===== src/hdl/cbs_pkg.sv =====
// ----------------------------------------------------------------------------
// cbs_pkg
// Shared constants and types for the centered binomial sampler.
// ----------------------------------------------------------------------------
package cbs_pkg;

   localparam int POLY_LENGTH = 768;
   localparam int COUNT_W     = $clog2(POLY_LENGTH);

   localparam int MODE_W = 3;
   localparam logic [MODE_W-1:0] ETA_2 = 3'd2;
   localparam logic [MODE_W-1:0] ETA_3 = 3'd3;
   localparam logic [MODE_W-1:0] ETA_4 = 3'd4;

   localparam int COEF_W  = 4;
   localparam int LANES   = 4;
   localparam int LANE_IW = $clog2(LANES);

   // one decoded byte (or eta 3 group): up to four coefficients
   typedef struct packed {
      logic [LANES-1:0][COEF_W-1:0] coefs;
      logic [LANE_IW-1:0]           last_idx;
   } job_type;

   // queue status seen by the front and back parts
   typedef struct packed {
      logic not_full;
      logic not_empty;
   } queue_status_type;

endpackage


===== src/hdl/cbs_front.sv =====
// ----------------------------------------------------------------------------
// cbs_front
// Accepts random bytes, gathers eta 3 groups and decodes coefficient jobs.
// ----------------------------------------------------------------------------
module cbs_front import cbs_pkg::*; (
   input  logic                clock,
   input  logic                reset,
   input  logic [MODE_W-1:0]   eta_mode,
   input  logic                req_valid,
   output logic                req_ready,
   input  logic [7:0]          req_random_byte,
   input  queue_status_type    q_status,
   output logic                push,
   output job_type             push_job
);

   logic [7:0] held0_ff, held0_in;
   logic [7:0] held1_ff, held1_in;
   logic [1:0] group_pos_ff, group_pos_in;
   logic       accept;
   logic       is_eta3;
   logic       is_eta4;
   logic       gathering;

   // a minus b, both small counts, as 4-bit two's complement
   function automatic logic [COEF_W-1:0] diff(input logic [2:0] a, input logic [2:0] b);
      diff = {1'b0, a} - {1'b0, b};
   endfunction

   function automatic logic [2:0] ones2(input logic [1:0] v);
      ones2 = {2'b00, v[0]} + {2'b00, v[1]};
   endfunction

   function automatic logic [2:0] ones3(input logic a, input logic b, input logic c);
      ones3 = {2'b00, a} + {2'b00, b} + {2'b00, c};
   endfunction

   function automatic logic [2:0] ones4(input logic [3:0] v);
      ones4 = ones2(v[1:0]) + ones2(v[3:2]);
   endfunction

   assign is_eta3   = (eta_mode == ETA_3);
   assign is_eta4   = (eta_mode >= ETA_4);
   assign gathering = is_eta3 && (group_pos_ff < 2'd2);
   assign req_ready = q_status.not_full;
   assign accept    = req_valid && req_ready;
   assign push      = accept && !gathering;

   always_comb begin
      push_job = '0;
      if (is_eta3) begin
         for (int k = 0; k < LANES; k++) begin
            push_job.coefs[k] = diff(
               ones3(held0_ff[2*k], held1_ff[2*k], req_random_byte[2*k]),
               ones3(held0_ff[2*k+1], held1_ff[2*k+1], req_random_byte[2*k+1]));
         end
         push_job.last_idx = LANE_IW'(3);
      end else if (is_eta4) begin
         push_job.coefs[0] = diff(ones4(req_random_byte[3:0]), ones4(req_random_byte[7:4]));
         push_job.last_idx = LANE_IW'(0);
      end else begin
         push_job.coefs[0] = diff(ones2(req_random_byte[1:0]), ones2(req_random_byte[3:2]));
         push_job.coefs[1] = diff(ones2(req_random_byte[5:4]), ones2(req_random_byte[7:6]));
         push_job.last_idx = LANE_IW'(1);
      end
   end

   always_comb begin
      held0_in     = held0_ff;
      held1_in     = held1_ff;
      group_pos_in = group_pos_ff;
      if (accept) begin
         if (is_eta3 && group_pos_ff == 2'd0) begin
            held0_in     = req_random_byte;
            group_pos_in = 2'd1;
         end else if (is_eta3 && group_pos_ff == 2'd1) begin
            held1_in     = req_random_byte;
            group_pos_in = 2'd2;
         end else begin
            group_pos_in = 2'd0;
         end
      end
   end

   always_ff @(posedge clock) begin
      held0_ff <= held0_in;
      held1_ff <= held1_in;
      if (reset) begin
         group_pos_ff <= 2'd0;
      end else begin
         group_pos_ff <= group_pos_in;
      end
   end

endmodule


===== src/hdl/cbs_queue.sv =====
// ----------------------------------------------------------------------------
// cbs_queue
// Two-entry job queue between the decode front and the emit back.
// ----------------------------------------------------------------------------
module cbs_queue import cbs_pkg::*; (
   input  logic             clock,
   input  logic             reset,
   input  logic             push,
   input  job_type          push_job,
   input  logic             pop,
   output job_type          head,
   output queue_status_type status
);

   job_type    entry_ff [2];
   logic       wr_ptr_ff, wr_ptr_in;
   logic       rd_ptr_ff, rd_ptr_in;
   logic [1:0] count_ff, count_in;

   assign status.not_full  = (count_ff != 2'd2);
   assign status.not_empty = (count_ff != 2'd0);
   assign head             = entry_ff[rd_ptr_ff];

   always_comb begin
      wr_ptr_in = wr_ptr_ff ^ push;
      rd_ptr_in = rd_ptr_ff ^ pop;
      count_in  = count_ff + {1'b0, push} - {1'b0, pop};
   end

   always_ff @(posedge clock) begin
      if (push) begin
         entry_ff[wr_ptr_ff] <= push_job;
      end
      if (reset) begin
         wr_ptr_ff <= 1'b0;
         rd_ptr_ff <= 1'b0;
         count_ff  <= 2'd0;
      end else begin
         wr_ptr_ff <= wr_ptr_in;
         rd_ptr_ff <= rd_ptr_in;
         count_ff  <= count_in;
      end
   end

endmodule


===== src/hdl/cbs_back.sv =====
// ----------------------------------------------------------------------------
// cbs_back
// Emits coefficients one per cycle unless stalled, tracks polynomial position.
// ----------------------------------------------------------------------------
module cbs_back import cbs_pkg::*; (
   input  logic               clock,
   input  logic               reset,
   input  job_type            head,
   input  queue_status_type   q_status,
   output logic               pop,
   output logic               rsp_valid,
   input  logic               rsp_ready,
   output logic signed [3:0]  rsp_coefficient,
   output logic               rsp_last_of_run,
   output logic               rsp_polynomial_end
);

   logic [LANE_IW-1:0] lane_ff, lane_in;
   logic [COUNT_W-1:0] count_ff, count_in;
   logic               rsp_valid_ff, rsp_valid_in;
   logic [3:0]         coef_ff;
   logic               last_ff;
   logic               pend_ff;
   logic               slot_free;
   logic               emit;
   logic               pend;
   logic               last;
   logic [COUNT_W:0]   count_next;

   assign slot_free  = !rsp_valid_ff || rsp_ready;
   assign emit       = q_status.not_empty && slot_free;
   assign count_next = {1'b0, count_ff} + (COUNT_W+1)'(1);
   assign pend       = (count_next >= (COUNT_W+1)'(POLY_LENGTH));
   // polynomial end drops the rest of the job
   assign last       = pend || (lane_ff == head.last_idx);
   assign pop        = emit && last;

   always_comb begin
      lane_in      = lane_ff;
      count_in     = count_ff;
      rsp_valid_in = rsp_valid_ff && !rsp_ready;
      if (emit) begin
         rsp_valid_in = 1'b1;
         lane_in      = last ? '0 : lane_ff + LANE_IW'(1);
         count_in     = pend ? '0 : count_next[COUNT_W-1:0];
      end
   end

   always_ff @(posedge clock) begin
      if (emit) begin
         coef_ff <= head.coefs[lane_ff];
         last_ff <= last;
         pend_ff <= pend;
      end
      if (reset) begin
         lane_ff      <= '0;
         count_ff     <= '0;
         rsp_valid_ff <= 1'b0;
      end else begin
         lane_ff      <= lane_in;
         count_ff     <= count_in;
         rsp_valid_ff <= rsp_valid_in;
      end
   end

   assign rsp_valid          = rsp_valid_ff;
   assign rsp_coefficient    = coef_ff;
   assign rsp_last_of_run    = last_ff;
   assign rsp_polynomial_end = pend_ff;

endmodule


===== src/hdl/centered_binomial_sampler_core.sv =====
// A job is registered in the queue, then each coefficient in the output register.
// Rate: one coefficient per cycle from the output register while rsp_ready is high
//   and a job waits; eta 2 gives two per byte, eta 4 one, eta 3 four per three bytes.
// A two-entry job queue lets input bytes be taken while results stall.
// Reset (synchronous, active high): eta_mode 2, queue empty, counters and group cleared.
// ----------------------------------------------------------------------------
// centered_binomial_sampler_core
// Random bytes in, centered binomial coefficients out (eta 2, 3 or 4).
// ----------------------------------------------------------------------------
module centered_binomial_sampler_core import cbs_pkg::*; (
   input  logic               clock,
   input  logic               reset,
   input  logic               csr_valid,
   output logic               csr_ready,
   input  logic [2:0]         csr_eta_mode,
   input  logic               req_valid,
   output logic               req_ready,
   input  logic [7:0]         req_random_byte,
   output logic               rsp_valid,
   input  logic               rsp_ready,
   output logic signed [3:0]  rsp_coefficient,
   output logic               rsp_last_of_run,
   output logic               rsp_polynomial_end
);

   logic [MODE_W-1:0] eta_mode_ff, eta_mode_in;
   queue_status_type  q_status;
   job_type           push_job;
   job_type           head;
   logic              push;
   logic              pop;

   assign csr_ready   = 1'b1;
   assign eta_mode_in = (csr_valid && csr_ready) ? csr_eta_mode : eta_mode_ff;

   always_ff @(posedge clock) begin
      if (reset) begin
         eta_mode_ff <= ETA_2;
      end else begin
         eta_mode_ff <= eta_mode_in;
      end
   end

   cbs_front u_front (
      .clock           (clock),
      .reset           (reset),
      .eta_mode        (eta_mode_ff),
      .req_valid       (req_valid),
      .req_ready       (req_ready),
      .req_random_byte (req_random_byte),
      .q_status        (q_status),
      .push            (push),
      .push_job        (push_job)
   );

   cbs_queue u_queue (
      .clock    (clock),
      .reset    (reset),
      .push     (push),
      .push_job (push_job),
      .pop      (pop),
      .head     (head),
      .status   (q_status)
   );

   cbs_back u_back (
      .clock              (clock),
      .reset              (reset),
      .head               (head),
      .q_status           (q_status),
      .pop                (pop),
      .rsp_valid          (rsp_valid),
      .rsp_ready          (rsp_ready),
      .rsp_coefficient    (rsp_coefficient),
      .rsp_last_of_run    (rsp_last_of_run),
      .rsp_polynomial_end (rsp_polynomial_end)
   );

endmodule


===== config.mk =====
export PLATFORM = sky130hd
export DESIGN_NAME = centered_binomial_sampler_core
export DESIGN_NICKNAME = d
export VERILOG_FILES = /design/src/hdl/cbs_pkg.sv /design/src/hdl/cbs_front.sv /design/src/hdl/cbs_queue.sv /design/src/hdl/cbs_back.sv /design/src/hdl/centered_binomial_sampler_core.sv
export SDC_FILE = /design/constraint.sdc
export NUM_CORES = 1
export LEC_CHECK = 0
export ABC_AREA = 1
export BUFFER_PORTS_ARGS = -buffer_cell sky130_fd_sc_hd__clkbuf_2
export CAP_MARGIN = 20
export CORE_ASPECT_RATIO = 1.75
export CORE_MARGIN = 5
export CORE_UTILIZATION = 30
export CTS_CLUSTER_SIZE = 25
export DETAILED_ROUTE_END_ITERATION = 6
export HOLD_SLACK_MARGIN = 0.06
export PLACE_DENSITY = 0.49
export SETUP_SLACK_MARGIN = 0.1
export SLEW_MARGIN = 20
export SYNTH_ARGS = -nofsm -noshare
export SYNTH_HDL_FRONTEND = slang
export SYNTH_SLANG_ARGS = --single-unit

===== constraint.sdc =====
create_clock -name clock -period 6.5 [get_ports clock]
set_input_delay 1.3 -clock clock [delete_from_list [all_inputs] [get_ports clock]]
set_output_delay 1.3 -clock clock [all_outputs]
set_load 0.005 [all_outputs]

# Word-level counts from Yosys, hierarchy flattened

Memory sizes are Yosys's and may differ from the RTL's. A register that Yosys moved wholly into a read port is not among the register bits.
Index checks and enable logic that the tools add are counted.

Register bits after elaboration: 44
Output and inout bits: 9
Memories: 1
Bits of input ports: 16
RAM bits: 36
Word-level logic and storage cells: 89

Memory list:

| name             | words | bits a word | read ports | clocked after memory_dff | write ports | line            | text |
|---|---|---|---|---|---|---|---|
| u_queue.entry_ff | 2     | 18          | 1          | 1                        | 1           | cbs_queue.sv:15 | `job_type entry_ff [2];` |

Order comparisons: 4
Reductions and logical operators: 17
Bitwise gates (word level): 3
Add/subtract/negate cells: 33
Equal/unequal tests: 4
Multiplexer cells: 14

Operator list:

| cell                    | number |
|---|---|
| $sub A3 B3 Y4           | 7 |
| $add A1 B1 Y2           | 12 |
| $add A3 B1 Y3           | 8 |
| $mux W10                | 2 |
| $add A10 B1 Y11 const B | 1 |
| $ge A11 B10 Y1 const B  | 1 |
| $bmux W4 S2             | 1 |
| $logic_and A1 B1 Y1     | 8 |
| $mux W4                 | 2 |
| $mux W8                 | 1 |
| $add A3 B3 Y3           | 2 |
| $mux W2                 | 3 |
| $mux W6                 | 1 |
| $mux W1                 | 4 |
| $eq A3 B2 Y1 const B    | 1 |
| $ge A3 B3 Y1 const B    | 1 |
| $logic_not A1 Y1        | 3 |
| $lt A2 B3 Y1 const B    | 1 |
| $reduce_and A3 Y1       | 1 |
| $add A2 B1 Y2           | 1 |
| $add A2 B1 Y2 const B   | 1 |
| $eq A2 B1 Y1 const B    | 1 |
| $eq A2 B2 Y1            | 1 |
| $logic_not A2 Y1        | 1 |
| other kinds (8)         | 10 |

# Depth between registers and ports, before layout

Depth in word-level cells: 6
Mapped depth: 16
Mapped depth without buffers: 16

# Cells and area by module

Synthesis repeated with hierarchy kept, for this count alone.

Cell total of the unflattened synthesis: 388
Area, all modules: 4306.6 µm²

Modules (own cells, without submodules):

| module                         | instances | cells each | area an instance (µm²) |
|---|---|---|---|
| cbs_queue                      | 1         | 83         | 1557.7 |
| cbs_front                      | 1         | 148        | 1541.5 |
| cbs_back                       | 1         | 137        | 1078.5 |
| centered_binomial_sampler_core | 1         | 20         | 128.9 |

# Worst setup path before layout

Ideal clock, no wire load.

Kind: input to register
From: input port req_random_byte[0]
To: memory u_queue.entry_ff[0][3] (netlist name), data pin
Buffers on the path: 0
Arrival: 2997 ps
Slack: 3229 ps
Cell stages on the path: 6
Required time: 6226 ps
Library setup time: 274 ps
Cells stage by stage: ha_1 -> ha_1 -> fa_1 -> fa_1 -> o211ai_1 -> o21ai_0

RTL lines:

| element            | line                                 | text |
|---|---|---|
| start: declaration | centered_binomial_sampler_core.sv:18 | `input logic [7:0] req_random_byte,` |
| end: declaration   | cbs_queue.sv:15                      |  |

==> flow_metrics.tcl <==
set metrics [dict create \
    worst_pin_slew_ns 0.940 \
    gp_congestion 0.773 \
    cts_setup_buffers 0 \
    ff2ff_setup_slack_ns 3.98 \
    timing.fmax_ghz 0.308 \
    area_delta_synth_final_pct 13.0 \
    port_buffers 23 \
    vdd_ir_drop_max_v 0.000111 \
    die_x_um 103 \
    cap_viol_max_count 0 \
    vias 2901 \
    crit_required_ns 6.66 \
    cp-end-kind "flop" \
    coreArea_um2 14800 \
    setup_viol 0 \
    antenna_found_initial 0 \
    arrival_ns 3.42 \
    min_period_over_period 0.500 \
    die_h_um 172 \
    routedWlPerCell_um 13.3 \
    grt.total_usage 0.103 \
    synthArstFlopShare 0 \
    max_stage_delay_ns 0.45 \
    max-slew-margin-rel 0.371 \
    status "completed" \
    fill_cells 1481 \
    startpoint_type "primary input" \
    rsz0062_at_grt "no" \
    synth_cell_types 37 \
    post-dp-hpwl_mm 6.47 \
    nNetsFinal 527 \
    finalSetupTns_ns 0 \
    synth_ff_type "edfxtp_1" \
    synth_edf_count 58 \
    leakage_nw 2.09 \
    grt_max_degree 27 \
    drv_slew 0 \
    ioPinCount 25 \
    ctsResizeCount 0 \
    cts.sinks 80 \
    place_ws_ns 2.94 \
    hold_path.class "flop to flop" \
    start_util 0.304 \
    hold_viol_final 0 \
    cts_hold_buf 0 \
    fin_crit_ns 3.25 \
    clk_pin_slew_ns 0.06 \
    clk_path_buf_depth 2 \
    first_global_vias 3076 \
    row_count 59 \
    setup_slack_ns 3.25 \
    viasPerCell 4.60 \
    grt-ovfl-total 0 \
    cpMaxStageDelayCell "fa_1" \
    cp_max_fo 5 \
    diodes 0 \
    initialDrtViolationCount 88 \
    syn_nets 501 \
    wl_mm 8.37 \
    cts_tree "done" \
    synth_area_um2 4510 \
    fin_skew_ns 0.00854 \
    yosys_warnings 0 \
    cp_cell_sequence "clkbuf_2 -> ha_1 -> ha_1 -> inv_1 -> fa_1 -> fa_1 -> a21oi_1 -> o21ai_0 -> a31oi_1" \
    postRouteAntennaNets 0 \
    synth-seq-area-share 0.484 \
    drive_gt1_frac 0.166 \
    dieArea_um2 17700 \
    final_cell_mix "edfxtp_1, nor2_1, ha_1, inv_1, nand2_1" \
    synth_area_per_cell_um2 10.8 \
    cts_inserted_buffers 9 \
    p_total_mw 1.57 \
    cts_max_level 3 \
    dr.pass1.iters 4 \
    synthCells 416 \
    cts-root-buf "clkbuf_16" \
    clkLatencyLatePin_ns 0.34 \
    drc 0 \
    crit_type "primary input to flop" \
    grt_first_pass_wirelength_mm 13.9 \
    final_common_cell "edfxtp_1" \
    power_density_nw_per_um2 309 \
    ys_ff_latch 80 \
]
[cell usage after synthesis, types with 3 or more instances]
cell | n | area, um2
a21oi_1 | 14 | 70.1
a31oi_1 | 6 | 37.5
clkbuf_1 | 6 | 22.5
dfxtp_1 | 22 | 440
edfxtp_1 | 58 | 1740
fa_1 | 17 | 340
ha_1 | 52 | 651
inv_1 | 44 | 165
nand2_1 | 37 | 139
nand2_2 | 5 | 31.3
nand2_4 | 4 | 45.0
nand3_1 | 9 | 45.0
nand3_2 | 4 | 40.0
nor2_1 | 55 | 206
nor2_2 | 7 | 43.8
nor3_2 | 4 | 40.0
o211ai_1 | 3 | 22.5
o21ai_0 | 33 | 165
o22ai_1 | 4 | 25.0
or2_2 | 3 | 18.8
xor2_1 | 7 | 61.3
[report_power, final]
group          internal, mW  switching [mW]
registers             0.660          0.0520
clock network         0.258           0.205
logic                 0.144           0.253
total                  1.06           0.510
[kinds of logic after synthesis]
group / after synthesis / synth area share
compound gates: 64 / 0.0789
xor+xnor: 9 / 0.0175
fa+ha+maj: 69 / 0.220
buf+inv: 57 / 0.0497
flops: 80 / 0.484
other cells: 1 / 0.000832
simple gates: 136 / 0.149
[state kept, by name, indices dropped and copies added, names as in the netlist]
register                   flops
u_queue.rd_ptr_ff              1
u_queue.count_ff               2
eta_mode_ff                    3
u_back.rsp_last_of_run         1
u_front.held0_ff               8
u_front.group_pos_ff           2
u_queue.wr_ptr_ff              1
u_queue.entry_ff              36
u_front.held1_ff               8
u_back.rsp_coefficient         4
u_back.lane_ff                 2
u_back.rsp_valid               1
u_back.count_ff               10
u_back.rsp_polynomial_end      1
[through the flow]
| step | hold slack (ns) | std cells | area, um2 | util |
|---|---|---|---|---|
| floorplan | 0.449 | 416 | 4510 | - |
| global placement | 0.467 | 614 | 4820 | 0.325 |
| detailed placement | 0.477 | 614 | 4820 | 0.325 |
| CTS | 0.494 | 630 | 5090 | 0.343 |
| global route | 0.543 | 630 | 5090 | 0.343 |
| finish | 0.496 | 630 | 5090 | 0.343 |
[area by class of cell]
class	count	area, um2	share of cell area
multi-input cells	279	2100	0.412
inverters	47	176	0.0347
clock buffers	9	225	0.0442
clock inverters	7	48.8	0.00958
repair buffers	25	130	0.0256
flip-flops and latches	80	2180	0.429
well taps	183	229	0.0450
[critical path: cells and delay by family]
family                   cells  cell delay [ns]
buffers and inverters        2             0.19
adder cells (fa/ha/maj)      4             1.45
AO/OA/AOI/OAI                3             0.48
[routing by layer]
| layer | share of wire | vias to the layer above | track usage |
|---|---|---|---|
| met5 | 0 | - | 0 |
| met4 | 0.023 | 0 | 0.0503 |
| met3 | 0.028 | 10 | 0.0258 |
| met2 | 0.56 | 36 | 0.193 |
| met1 | 0.39 | 1400 | 0.102 |
| li1 | - | 1455 | - |
[final timing paths]
kind,start,end,cells past startpoint
worst max register to register,u_queue.rd_ptr_ff,u_queue.count_ff[1],13
worst max-delay path,req_random_byte[4],u_queue.entry_ff[1][4],9
worst min register to register,u_queue.count_ff[1],u_queue.count_ff[1],1
worst min-delay path,u_queue.count_ff[1],u_queue.count_ff[1],1
Power figures use the tool's default switching activity.
